[src/scl_pkg.sv]
// Shared types and constants of the source code lexer.
// No dependencies.
package scl_pkg;

	localparam int unsigned MAX_SOURCE = 1048576;
	localparam int unsigned POS_W      = 21;
	localparam int unsigned KIND_W     = 6;
	localparam logic [POS_W-1:0] LINE_SAT = 21'd1048576;

	// scan modes
	localparam logic [3:0] M_IDLE    = 4'd0;
	localparam logic [3:0] M_INT     = 4'd1;
	localparam logic [3:0] M_DOT     = 4'd2;
	localparam logic [3:0] M_FRAC    = 4'd3;
	localparam logic [3:0] M_IDENT   = 4'd4;
	localparam logic [3:0] M_STR     = 4'd5;
	localparam logic [3:0] M_COMMENT = 4'd6;
	localparam logic [3:0] M_OP      = 4'd7;

	// token kinds
	localparam logic [5:0] T_IF = 6'd0, T_ELSE = 6'd1, T_WHILE = 6'd2, T_FOR = 6'd3;
	localparam logic [5:0] T_RETURN = 6'd4, T_FUNCTION = 6'd5, T_TRUE = 6'd6;
	localparam logic [5:0] T_FALSE = 6'd7, T_NULL = 6'd8, T_INT = 6'd9, T_FLOAT = 6'd10;
	localparam logic [5:0] T_DOUBLE = 6'd11, T_BOOL = 6'd12, T_CHAR = 6'd13;
	localparam logic [5:0] T_EOF = 6'd14, T_NUMBER = 6'd15, T_IDENT = 6'd16;
	localparam logic [5:0] T_STRING = 6'd17, T_LPAREN = 6'd18, T_RPAREN = 6'd19;
	localparam logic [5:0] T_LBRACE = 6'd20, T_RBRACE = 6'd21, T_LBRACK = 6'd22;
	localparam logic [5:0] T_RBRACK = 6'd23, T_COMMA = 6'd24, T_DOT = 6'd25;
	localparam logic [5:0] T_SEMI = 6'd26, T_INC = 6'd27, T_ADD_EQ = 6'd28, T_PLUS = 6'd29;
	localparam logic [5:0] T_DEC = 6'd30, T_SUB_EQ = 6'd31, T_MINUS = 6'd32;
	localparam logic [5:0] T_MUL_EQ = 6'd33, T_STAR = 6'd34, T_DIV_EQ = 6'd35;
	localparam logic [5:0] T_SLASH = 6'd36, T_PERCENT = 6'd37, T_EQ_EQ = 6'd38;
	localparam logic [5:0] T_ASSIGN = 6'd39, T_NOT_EQ = 6'd40, T_BANG = 6'd41;
	localparam logic [5:0] T_LE = 6'd42, T_LT = 6'd43, T_GE = 6'd44, T_GT = 6'd45;
	localparam logic [5:0] T_AND_AND = 6'd46, T_ERROR = 6'd47, T_OR_OR = 6'd48;

	typedef struct packed {
		logic [KIND_W-1:0] kind;
		logic [POS_W-1:0]  start;
		logic [POS_W-1:0]  len;
		logic [POS_W-1:0]  line;
		logic              last;
	} token_t;

	function automatic logic is_digit(input logic [7:0] c);
		return c >= "0" && c <= "9";
	endfunction

	function automatic logic is_alpha(input logic [7:0] c);
		return (c >= "a" && c <= "z") || (c >= "A" && c <= "Z") || c == "_";
	endfunction

	function automatic logic [5:0] op_alone(input logic [7:0] c);
		case (c)
			"+": return T_PLUS;
			"-": return T_MINUS;
			"*": return T_STAR;
			"/": return T_SLASH;
			"=": return T_ASSIGN;
			"!": return T_BANG;
			"<": return T_LT;
			">": return T_GT;
			default: return T_ERROR;
		endcase
	endfunction

	// two-character operator; T_IF (zero) when the pair is none
	function automatic logic [5:0] op_pair(input logic [7:0] c, input logic [7:0] b);
		logic [5:0] k;
		k = T_IF;
		if (b == "=") begin
			case (c)
				"+": k = T_ADD_EQ;
				"-": k = T_SUB_EQ;
				"*": k = T_MUL_EQ;
				"/": k = T_DIV_EQ;
				"=": k = T_EQ_EQ;
				"!": k = T_NOT_EQ;
				"<": k = T_LE;
				">": k = T_GE;
				default: k = T_IF;
			endcase
		end else if (c == "+" && b == "+") k = T_INC;
		else if (c == "-" && b == "-") k = T_DEC;
		else if (c == "&" && b == "&") k = T_AND_AND;
		else if (c == "|" && b == "|") k = T_OR_OR;
		return k;
	endfunction

	// prefix byte 0 is the first character; len saturates at 9
	function automatic logic [5:0] kw_kind(input logic [7:0][7:0] p, input logic [3:0] len);
		logic [63:0] r;
		logic [5:0]  k;
		r = {p[0], p[1], p[2], p[3], p[4], p[5], p[6], p[7]};
		k = T_IDENT;
		case (len)
			4'd2: if (r == {"if", 48'd0}) k = T_IF;
			4'd3: begin
				if (r == {"for", 40'd0}) k = T_FOR;
				else if (r == {"int", 40'd0}) k = T_INT;
			end
			4'd4: begin
				if (r == {"else", 32'd0}) k = T_ELSE;
				else if (r == {"true", 32'd0}) k = T_TRUE;
				else if (r == {"null", 32'd0}) k = T_NULL;
				else if (r == {"bool", 32'd0}) k = T_BOOL;
				else if (r == {"char", 32'd0}) k = T_CHAR;
			end
			4'd5: begin
				if (r == {"while", 24'd0}) k = T_WHILE;
				else if (r == {"false", 24'd0}) k = T_FALSE;
				else if (r == {"float", 24'd0}) k = T_FLOAT;
			end
			4'd6: begin
				if (r == {"return", 16'd0}) k = T_RETURN;
				else if (r == {"double", 16'd0}) k = T_DOUBLE;
			end
			4'd8: if (r == "function") k = T_FUNCTION;
			default: k = T_IDENT;
		endcase
		return k;
	endfunction

endpackage

[src/source_code_lexer_top.sv]
// Streaming lexer top level: scanner state machine and token queue.
// Depends on scl_pkg.
//
//  channel | signals                                      | dir
//  --------+----------------------------------------------+-----
//  in      | in_valid, in_ready, kind, source_byte        | in
//  out     | out_valid, out_ready, token_kind, token_start,| out
//          | token_length, line_number, last_of_run       |
//
// One input byte is scanned per cycle while in_ready is high; it yields zero to
// three tokens, which are written together into an 8-entry token queue. Tokens
// leave the queue one per cycle while out_ready is high, so the sustained rate is
// one byte per cycle while tokens average at most one per byte.
// in_ready drops only when the queue has fewer than three free entries.
// Reset (arst_n low) returns the scanner to idle, line 1, offset 0, empty queue.
module source_code_lexer_top (
	input  logic        clk,
	input  logic        arst_n,
	input  logic        in_valid,
	output logic        in_ready,
	input  logic        kind,
	input  logic [7:0]  source_byte,
	output logic        out_valid,
	input  logic        out_ready,
	output logic [5:0]  token_kind,
	output logic [20:0] token_start,
	output logic [20:0] token_length,
	output logic [20:0] line_number,
	output logic        last_of_run
);

	localparam int unsigned DEPTH = 8;

	// scanner state
	logic [3:0]       mode_q;
	logic [7:0]       pend_q;
	logic [20:0]      lstart_q;
	logic [20:0]      pos_q;
	logic [20:0]      line_q;
	logic [7:0][7:0]  prefix_q;
	logic [3:0]       idlen_q;
	logic             ended_q;

	// token queue
	scl_pkg::token_t  fifo_q [DEPTH];
	logic [2:0]       wr_q, rd_q;
	logic [3:0]       cnt_q;

	logic accept, pop;
	assign in_ready  = cnt_q <= 4'(DEPTH - 3);
	assign accept    = in_valid && in_ready;
	assign out_valid = cnt_q != 4'd0;
	assign pop       = out_valid && out_ready;

	// next-state and emitted tokens of the accepted item
	logic [3:0]       mode_d;
	logic [7:0]       pend_d;
	logic [20:0]      lstart_d, pos_d, line_d;
	logic [7:0][7:0]  prefix_d;
	logic [3:0]       idlen_d;
	logic             ended_d;
	logic [5:0]       ek [3];
	logic [20:0]      es [3];
	logic [20:0]      el [3];
	logic [1:0]       n;
	logic             do_idle;
	logic [7:0]       c;
	logic [20:0]      p;
	logic [5:0]       kp;

	always_comb begin
		mode_d   = mode_q;
		pend_d   = pend_q;
		lstart_d = lstart_q;
		pos_d    = pos_q;
		line_d   = line_q;
		prefix_d = prefix_q;
		idlen_d  = idlen_q;
		ended_d  = ended_q;
		n        = 2'd0;
		do_idle  = 1'b0;
		c        = source_byte;
		p        = pos_q;
		kp       = scl_pkg::op_pair(pend_q, source_byte);
		for (int i = 0; i < 3; i++) begin
			ek[i] = scl_pkg::T_EOF;
			es[i] = '0;
			el[i] = '0;
		end
		if (ended_q) begin
			// everything after end of source is dropped
		end else if (kind) begin
			unique case (mode_q) inside
				scl_pkg::M_INT, scl_pkg::M_FRAC: begin
					ek[n] = scl_pkg::T_NUMBER; es[n] = lstart_q; el[n] = p - lstart_q;
					n = n + 2'd1;
				end
				scl_pkg::M_DOT: begin
					ek[n] = scl_pkg::T_NUMBER; es[n] = lstart_q;
					el[n] = p - 21'd1 - lstart_q;
					n = n + 2'd1;
					ek[n] = scl_pkg::T_DOT; es[n] = p - 21'd1; el[n] = 21'd1;
					n = n + 2'd1;
				end
				scl_pkg::M_IDENT: begin
					ek[n] = (idlen_q <= 4'd8) ? scl_pkg::kw_kind(prefix_q, idlen_q)
					                          : scl_pkg::T_IDENT;
					es[n] = lstart_q; el[n] = p - lstart_q;
					n = n + 2'd1;
				end
				scl_pkg::M_OP: begin
					ek[n] = scl_pkg::op_alone(pend_q); es[n] = lstart_q; el[n] = 21'd1;
					n = n + 2'd1;
				end
				default: ;
			endcase
			ek[n] = scl_pkg::T_EOF; es[n] = p; el[n] = '0;
			n = n + 2'd1;
			mode_d  = scl_pkg::M_IDLE;
			ended_d = 1'b1;
		end else if (32'(pos_q) < scl_pkg::MAX_SOURCE) begin
			pos_d = pos_q + 21'd1;
			unique case (mode_q) inside
				scl_pkg::M_INT, scl_pkg::M_FRAC: begin
					if (scl_pkg::is_digit(c)) ;
					else if (c == "." && mode_q == scl_pkg::M_INT) mode_d = scl_pkg::M_DOT;
					else begin
						ek[n] = scl_pkg::T_NUMBER; es[n] = lstart_q; el[n] = p - lstart_q;
						n = n + 2'd1;
						do_idle = 1'b1;
					end
				end
				scl_pkg::M_DOT: begin
					if (scl_pkg::is_digit(c)) mode_d = scl_pkg::M_FRAC;
					else begin
						ek[n] = scl_pkg::T_NUMBER; es[n] = lstart_q;
						el[n] = p - 21'd1 - lstart_q;
						n = n + 2'd1;
						ek[n] = scl_pkg::T_DOT; es[n] = p - 21'd1; el[n] = 21'd1;
						n = n + 2'd1;
						do_idle = 1'b1;
					end
				end
				scl_pkg::M_IDENT: begin
					if (scl_pkg::is_alpha(c) || scl_pkg::is_digit(c)) begin
						if (idlen_q < 4'd8) prefix_d[idlen_q[2:0]] = c;
						if (idlen_q < 4'd9) idlen_d = idlen_q + 4'd1;
					end else begin
						ek[n] = (idlen_q <= 4'd8) ? scl_pkg::kw_kind(prefix_q, idlen_q)
						                          : scl_pkg::T_IDENT;
						es[n] = lstart_q; el[n] = p - lstart_q;
						n = n + 2'd1;
						do_idle = 1'b1;
					end
				end
				scl_pkg::M_STR: begin
					if (c == "\"") begin
						ek[n] = scl_pkg::T_STRING; es[n] = lstart_q; el[n] = p - lstart_q;
						n = n + 2'd1;
						mode_d = scl_pkg::M_IDLE;
					end else if (c == "\n" && line_q < scl_pkg::LINE_SAT) begin
						line_d = line_q + 21'd1;
					end
				end
				scl_pkg::M_COMMENT: begin
					if (c == "\n") do_idle = 1'b1;
				end
				scl_pkg::M_OP: begin
					if (pend_q == "/" && c == "/") mode_d = scl_pkg::M_COMMENT;
					else if (kp != scl_pkg::T_IF) begin
						ek[n] = kp; es[n] = lstart_q; el[n] = 21'd2;
						n = n + 2'd1;
						mode_d = scl_pkg::M_IDLE;
					end else begin
						ek[n] = scl_pkg::op_alone(pend_q); es[n] = lstart_q; el[n] = 21'd1;
						n = n + 2'd1;
						do_idle = 1'b1;
					end
				end
				default: do_idle = 1'b1;
			endcase
			// byte seen from idle: single-character tokens, whitespace and newlines, or start of a lexeme
			if (do_idle) begin
				mode_d = scl_pkg::M_IDLE;
				es[n]  = p;
				el[n]  = 21'd1;
				case (c) inside
					"(": begin ek[n] = scl_pkg::T_LPAREN;  n = n + 2'd1; end
					")": begin ek[n] = scl_pkg::T_RPAREN;  n = n + 2'd1; end
					"{": begin ek[n] = scl_pkg::T_LBRACE;  n = n + 2'd1; end
					"}": begin ek[n] = scl_pkg::T_RBRACE;  n = n + 2'd1; end
					"[": begin ek[n] = scl_pkg::T_LBRACK;  n = n + 2'd1; end
					"]": begin ek[n] = scl_pkg::T_RBRACK;  n = n + 2'd1; end
					",": begin ek[n] = scl_pkg::T_COMMA;   n = n + 2'd1; end
					".": begin ek[n] = scl_pkg::T_DOT;     n = n + 2'd1; end
					";": begin ek[n] = scl_pkg::T_SEMI;    n = n + 2'd1; end
					"%": begin ek[n] = scl_pkg::T_PERCENT; n = n + 2'd1; end
					"+", "-", "*", "/", "=", "!", "<", ">", "&", "|": begin
						mode_d = scl_pkg::M_OP; pend_d = c; lstart_d = p;
					end
					" ", "\r", "\t": ;
					"\n": if (line_q < scl_pkg::LINE_SAT) line_d = line_q + 21'd1;
					"\"": begin mode_d = scl_pkg::M_STR; lstart_d = p + 21'd1; end
					default: begin
						if (scl_pkg::is_digit(c)) begin
							mode_d = scl_pkg::M_INT; lstart_d = p;
						end else if (scl_pkg::is_alpha(c)) begin
							mode_d = scl_pkg::M_IDENT; lstart_d = p;
							prefix_d = 64'(c); idlen_d = 4'd1;
						end else begin
							ek[n] = scl_pkg::T_ERROR; n = n + 2'd1;
						end
					end
				endcase
			end
		end
	end

	always_ff @(posedge clk or negedge arst_n) begin
		if (!arst_n) begin
			mode_q   <= scl_pkg::M_IDLE;
			pend_q   <= '0;
			lstart_q <= '0;
			pos_q    <= '0;
			line_q   <= 21'd1;
			prefix_q <= '0;
			idlen_q  <= '0;
			ended_q  <= 1'b0;
		end else if (accept) begin
			mode_q   <= mode_d;
			pend_q   <= pend_d;
			lstart_q <= lstart_d;
			pos_q    <= pos_d;
			line_q   <= line_d;
			prefix_q <= prefix_d;
			idlen_q  <= idlen_d;
			ended_q  <= ended_d;
		end
	end

	// queue pointers
	logic [1:0] nw;
	assign nw = accept ? n : 2'd0;

	always_ff @(posedge clk or negedge arst_n) begin
		if (!arst_n) begin
			wr_q  <= '0;
			rd_q  <= '0;
			cnt_q <= '0;
		end else begin
			wr_q  <= wr_q + 3'(nw);
			rd_q  <= rd_q + 3'(pop);
			cnt_q <= cnt_q + 4'(nw) - 4'(pop);
		end
	end

	// token payload storage; line is the count before this byte's newline
	always_ff @(posedge clk) begin
		for (int i = 0; i < 3; i++) begin
			if (2'(i) < nw)
				fifo_q[wr_q + 3'(i)] <= '{kind: ek[i], start: es[i], len: el[i],
				                          line: line_q, last: (2'(i) == nw - 2'd1)};
		end
	end

	assign token_kind   = fifo_q[rd_q].kind;
	assign token_start  = fifo_q[rd_q].start;
	assign token_length = fifo_q[rd_q].len;
	assign line_number  = fifo_q[rd_q].line;
	assign last_of_run  = fifo_q[rd_q].last;

`ifndef ASSERT_OFF
	a_cnt_bound: assert property (@(posedge clk) disable iff (!arst_n)
		cnt_q <= 4'(DEPTH)) else $error("token queue overflow");
	a_ended_sticky: assert property (@(posedge clk) disable iff (!arst_n)
		ended_q |=> ended_q) else $error("end flag cleared");
	a_quiet_after_end: assert property (@(posedge clk) disable iff (!arst_n)
		(accept && ended_q) |-> n == 2'd0) else $error("token after end");
	a_eof_emits: assert property (@(posedge clk) disable iff (!arst_n)
		(accept && kind && !ended_q) |-> n != 2'd0) else $error("end without token");
`endif

endmodule

[config.mk]
export PLATFORM = sky130hd
export DESIGN_NAME = source_code_lexer_top
export DESIGN_NICKNAME = d
export VERILOG_FILES = /design/src/scl_pkg.sv /design/src/source_code_lexer_top.sv
export SDC_FILE = /design/constraint.sdc
export NUM_CORES = 2
export LEC_CHECK = 0
export BUFFER_PORTS_ARGS = -buffer_cell sky130_fd_sc_hd__buf_4
export CORE_MARGIN = 1
export CORE_UTILIZATION = 64
export CTS_CLUSTER_DIAMETER = 80
export DETAILED_ROUTE_END_ITERATION = 8
export PLACE_DENSITY = 0.79
export SYNTH_ARGS = -nofsm -noshare
export SYNTH_HDL_FRONTEND = slang
export SYNTH_SLANG_ARGS = --single-unit
[constraint.sdc]
create_clock -name clk -period 6.3 [get_ports clk]
set_input_delay 0.315 -clock clk [delete_from_list [all_inputs] [get_ports clk]]
set_output_delay 0.315 -clock clk [all_outputs]
set_load 0.02 [all_outputs]
==> results.md <==
* Outcome: complete, no violations
* Drc violations at 0
* Total Wirelength at 133.1 mm
* Count of filler cells inserted in the layout at about 4.5k
* Post-Syn Instances at 3909
* Distinct cells, synth at about 110
* Hold WC Path Type: in2reg
* Die width at 254.1 um
* CTS H-tree lvls at 3
* # diodes at 0
* Setup tns final at 0 ps
* Vias in the first global route at 32.21k
* Kind of end point of the critical path: register
* Period minus WS final at 5754 ps
* Clock-pin transition on the worst setup and hold timing paths at approximately 60 ps
* Critical path peak fanout at 50
* Root buffer cell: clkbuf_16
* Placed cell area at 42140 um2
* VDD IR max at 0.0003275 V
* Final Hold Fails at 0
* I/O Pins at 85
* HP Start: out_ready
* Synth Flop Type: edfxtp_1
* Post-Layout Inst Area at 44590 um2
* Antenna Nets Post-Route at 0
* Place WS at between 800 and 900 ps
* Yosys warnings at 0
* Int Power at 10470 uW
* Leakage Power at 0.01667 uW
* Cells along the critical path: nor3b_1, nand2_1, o41ai_2, o21ai_1, nor2_4, ha_1, mux2_2, o31ai_4, inv_2, nor2_2, nand2_2, and3_1, buf_4, inv_2, buf_12
* Port Buffers at 84
* Unrepaired setup endpoints after global routing: false
* Top cell by count, worst path: inv_2
* Post-Layout Cell Count at 4787
* R2R depth at 15
* Worst path slowest cell: nor3b_1
* FF+latch count, synth at between 700 and 800
* CTS sink count at 713
* Worst-skew pair later-pin latency at 640 ps
* Critical R2R Launch: pend_q[6]
* Cell row count at ~90
* Inst Count DP at 4649
* Crit path arrival time at 6050 ps
* Nets@finish at 3962
* Critical path type: reg2reg
* Pwr dens at 376.0 nW/um2
* Detailed Routing Iterations Pass 1 at 8
* Clock buffer depth at 3
* Worst endpoint required time at about 6600 ps
* Sequential share of power at 0.338
* PnR worst setup slack at 545.6 ps
* Final setup violation count at 0
* Number of synthesized flops with an enable pin at 400
* Syn Std Cell Area at approximately 41000 um2
* P_sw at about 6300 uW
* Fin crit share at 0.9134
* Die area at 64590 um2
* Worst setup path startpoint: pend_q[6]
* Dpl hpwl at 86.42 mm
* Share of cells above drive strength 1 at 0.1703
* Seq/Total Area, Yosys at 0.4681
* Design Power at between 15000 and 20000 uW
* Setup Skew at 27.82 ps
* Vias at 33.96k
* Setup Fix Bufs, Post-CTS at 0
* Area delta synth->final at 9.582%
* Initial antenna violation count at 2
* Placer Congestion at between 1 and 1.5
* WHS Endpoint: rd_q[0]
* Worst slew pin tran at 1355 ps
* Comb pwr share at 0.396
* Slew Viols, Final at 0
* Die Ht at 254.1 um
* Initial Util at 0.6462
* Clk pwr share at 0.266
* Wirelength per Cell at 27.80 um
* Largest net degree at the start of global routing at 78
* Synth Area per Inst at approximately 10 um2
* DR vias/cell at approximately 7
* Crit-path max cell delay at around 720 ps
* CORE AREA at approximately 63000 um2
* Slew Limit Headroom at 0.08940
* CP Launch Type: register
* Sw frac at 0.3755
* First-pass GRT wire length at 199.0 mm
* MaxCap Viol Count at 0
* Ys async rst share at 0.2146
* FMAX at 0.1738 GHz
* Hold path depth at 3
* TritonCTS buffer count at 74
* Tot GR Track Use at 0.4123
* Grt total ovfl at 0
* FF-to-FF End: fifo_q[2][46]
* Internal reg-to-reg setup slack at 550 ps
* Syn Nets at 3991
* DRT iter0 DRCs at 4588
* CTS tree: yes
[layer usage]
metal | global-route usage | wire [um] | part of all wire | up-vias
met4 | 0.2160 | 7338 | 0.055 | 0
met5 | 0 | 0 | 0 | -
met2 | 0.6182 | 58650 | 0.44 | 2426
li1 | - | - | - | 14710
met1 | 0.5443 | 48450 | 0.36 | 16330
met3 | 0.1209 | 18620 | 0.14 | 494
[power by group through the flow]
stage               logic (uW)  clock network, uW  registers, uW
floorplan                 4770                  0           5450
global placement          6380                  0           5730
detailed placement        6430                  0           5740
CTS                       6490               4470           5650
global route              7050               4640           5700
finish                    6640               4460           5660
[worst max path at each step]
stage,slack (ps),endpoint
global placement,960,fifo_q[4][15]
finish,550,fifo_q[2][46]
floorplan,1250,fifo_q[2][0]
detailed placement,800,fifo_q[2][49]
CTS,780,fifo_q[4][19]
global route,370,fifo_q[2][44]
[metrics by stage]
stage          utilization  hold slack, ps
6_report            0.7081           48.74
2_1_floorplan            -           19.41
3_5_place_dp        0.6692           239.6
5_1_grt             0.7081           86.50
3_3_place_gp        0.6692           239.7
4_1_cts             0.7081           49.05
[cells in the final DEF (no fill, tap or decap), drive strengths merged, types with 23 or more instances in the layout]
| master | instances |
|---|---|
| nor2 | 434 |
| nand2 | 404 |
| edfxtp | 400 |
| a21oi | 232 |
| buf | 210 |
| o21ai | 203 |
| dfxtp | 160 |
| dfrtp | 152 |
| mux4 | 140 |
| a22o | 133 |
| clkbuf | 107 |
| a31oi | 97 |
| mux2 | 88 |
| inv | 84 |
| nor3 | 75 |
| xnor2 | 72 |
| o2bb2ai | 66 |
| ha | 65 |
| nand3 | 58 |
| a221oi | 53 |
| and2 | 44 |
| xor2 | 44 |
| and3 | 41 |
| o22ai | 41 |
| nand4 | 40 |
| a211oi | 34 |
| nor4 | 32 |
| or3 | 30 |
| a22oi | 29 |
| a21o | 23 |
[flip-flops by register name, indices dropped and copies added, names as in the netlist]
| signal | count |
|---|---|
| cnt_q | 4 |
| ended_q | 1 |
| fifo_q | 560 |
| idlen_q | 4 |
| line_q | 21 |
| lstart_q | 21 |
| mode_q | 3 |
| p | 21 |
| pend_q | 8 |
| prefix_q | 64 |
| rd_q | 3 |
| wr_q | 3 |
[area by class of cell]
cell class,count,area [um2],area share
well taps,846,1059,0.02374
inverters,79,296.5,0.006651
clock buffers,107,2130,0.04776
flip-flops and latches,713,19060,0.4274
repair buffers,211,1690,0.03791
clock inverters,30,309.0,0.006931
multi-input cells,2801,20050,0.4496
[cell families (layout without fill, tap and decap cells)]
family / after synthesis / in the layout / share of synthesized area
buf+inv: 395 / 427 / 0.04084
mux: 250 / 250 / 0.1073
simple gates: 1299 / 1299 / 0.1554
flops: 713 / 713 / 0.4681
compound gates: 1067 / 1067 / 0.1816
xor+xnor: 116 / 116 / 0.02497
fa+ha+maj: 69 / 69 / 0.02196
[repair_timing]
action | in CTS | in global routing
hold buffers | 1 | 0
endpoints found under the hold margin | 33 | 0
gates resized for setup | 0 | 0
endpoints found under the setup margin | 0 | 0
[worst max-delay path: cells and delay by family, from the launching register on]
| kind | cells | cell delay (ps) |
|---|---|---|
| multiplexers | 1 | 280 |
| AO/OA/AOI/OAI | 3 | 1390 |
| buffers and inverters | 4 | 1000 |
| adder cells (fa/ha/maj) | 1 | 260 |
| AND/OR/NAND/NOR | 6 | 1990 |
| flip-flops | 1 | 420 |
[Yosys cell counts (13+ instances only)]
| cell | number | area share |
|---|---|---|
| buf_2 | 92 | 0.011 |
| dfxtp_1 | 160 | 0.079 |
| mux2i_1 | 22 | 0.0054 |
| or3_1 | 30 | 0.0046 |
| nor2_1 | 429 | 0.040 |
| nand2b_1 | 20 | 0.0031 |
| inv_1 | 74 | 0.0068 |
| a21oi_1 | 228 | 0.028 |
| xnor2_1 | 72 | 0.015 |
| o2bb2ai_1 | 66 | 0.014 |
| o22a_1 | 15 | 0.0032 |
| dfrtp_1 | 152 | 0.093 |
| nor2b_1 | 22 | 0.0034 |
| mux2_2 | 88 | 0.024 |
| a21o_1 | 22 | 0.0041 |
| nor4_1 | 30 | 0.0046 |
| nand3_1 | 56 | 0.0069 |
| clkbuf_1 | 177 | 0.016 |
| nand4_1 | 40 | 0.0062 |
| xor2_1 | 44 | 0.0095 |
| nand2_1 | 396 | 0.037 |
| a31oi_1 | 97 | 0.015 |
| o22ai_1 | 41 | 0.0063 |
| o21ai_1 | 46 | 0.0057 |
| a221oi_1 | 52 | 0.011 |
| and2_1 | 44 | 0.0068 |
| nor3_2 | 23 | 0.0057 |
| a211oi_1 | 31 | 0.0057 |
| nor4bb_1 | 13 | 0.0032 |
| o21a_1 | 21 | 0.0039 |
| nor3_1 | 50 | 0.0062 |
| and3_1 | 41 | 0.0063 |
| mux4_2 | 140 | 0.077 |
| a22oi_1 | 28 | 0.0052 |
| edfxtp_1 | 400 | 0.30 |
| o21ai_0 | 157 | 0.019 |
| buf_1 | 30 | 0.0028 |
| a22o_1 | 133 | 0.029 |
| ha_1 | 65 | 0.020 |
| or4_1 | 13 | 0.0024 |
(Power assumes the default switching activity.)
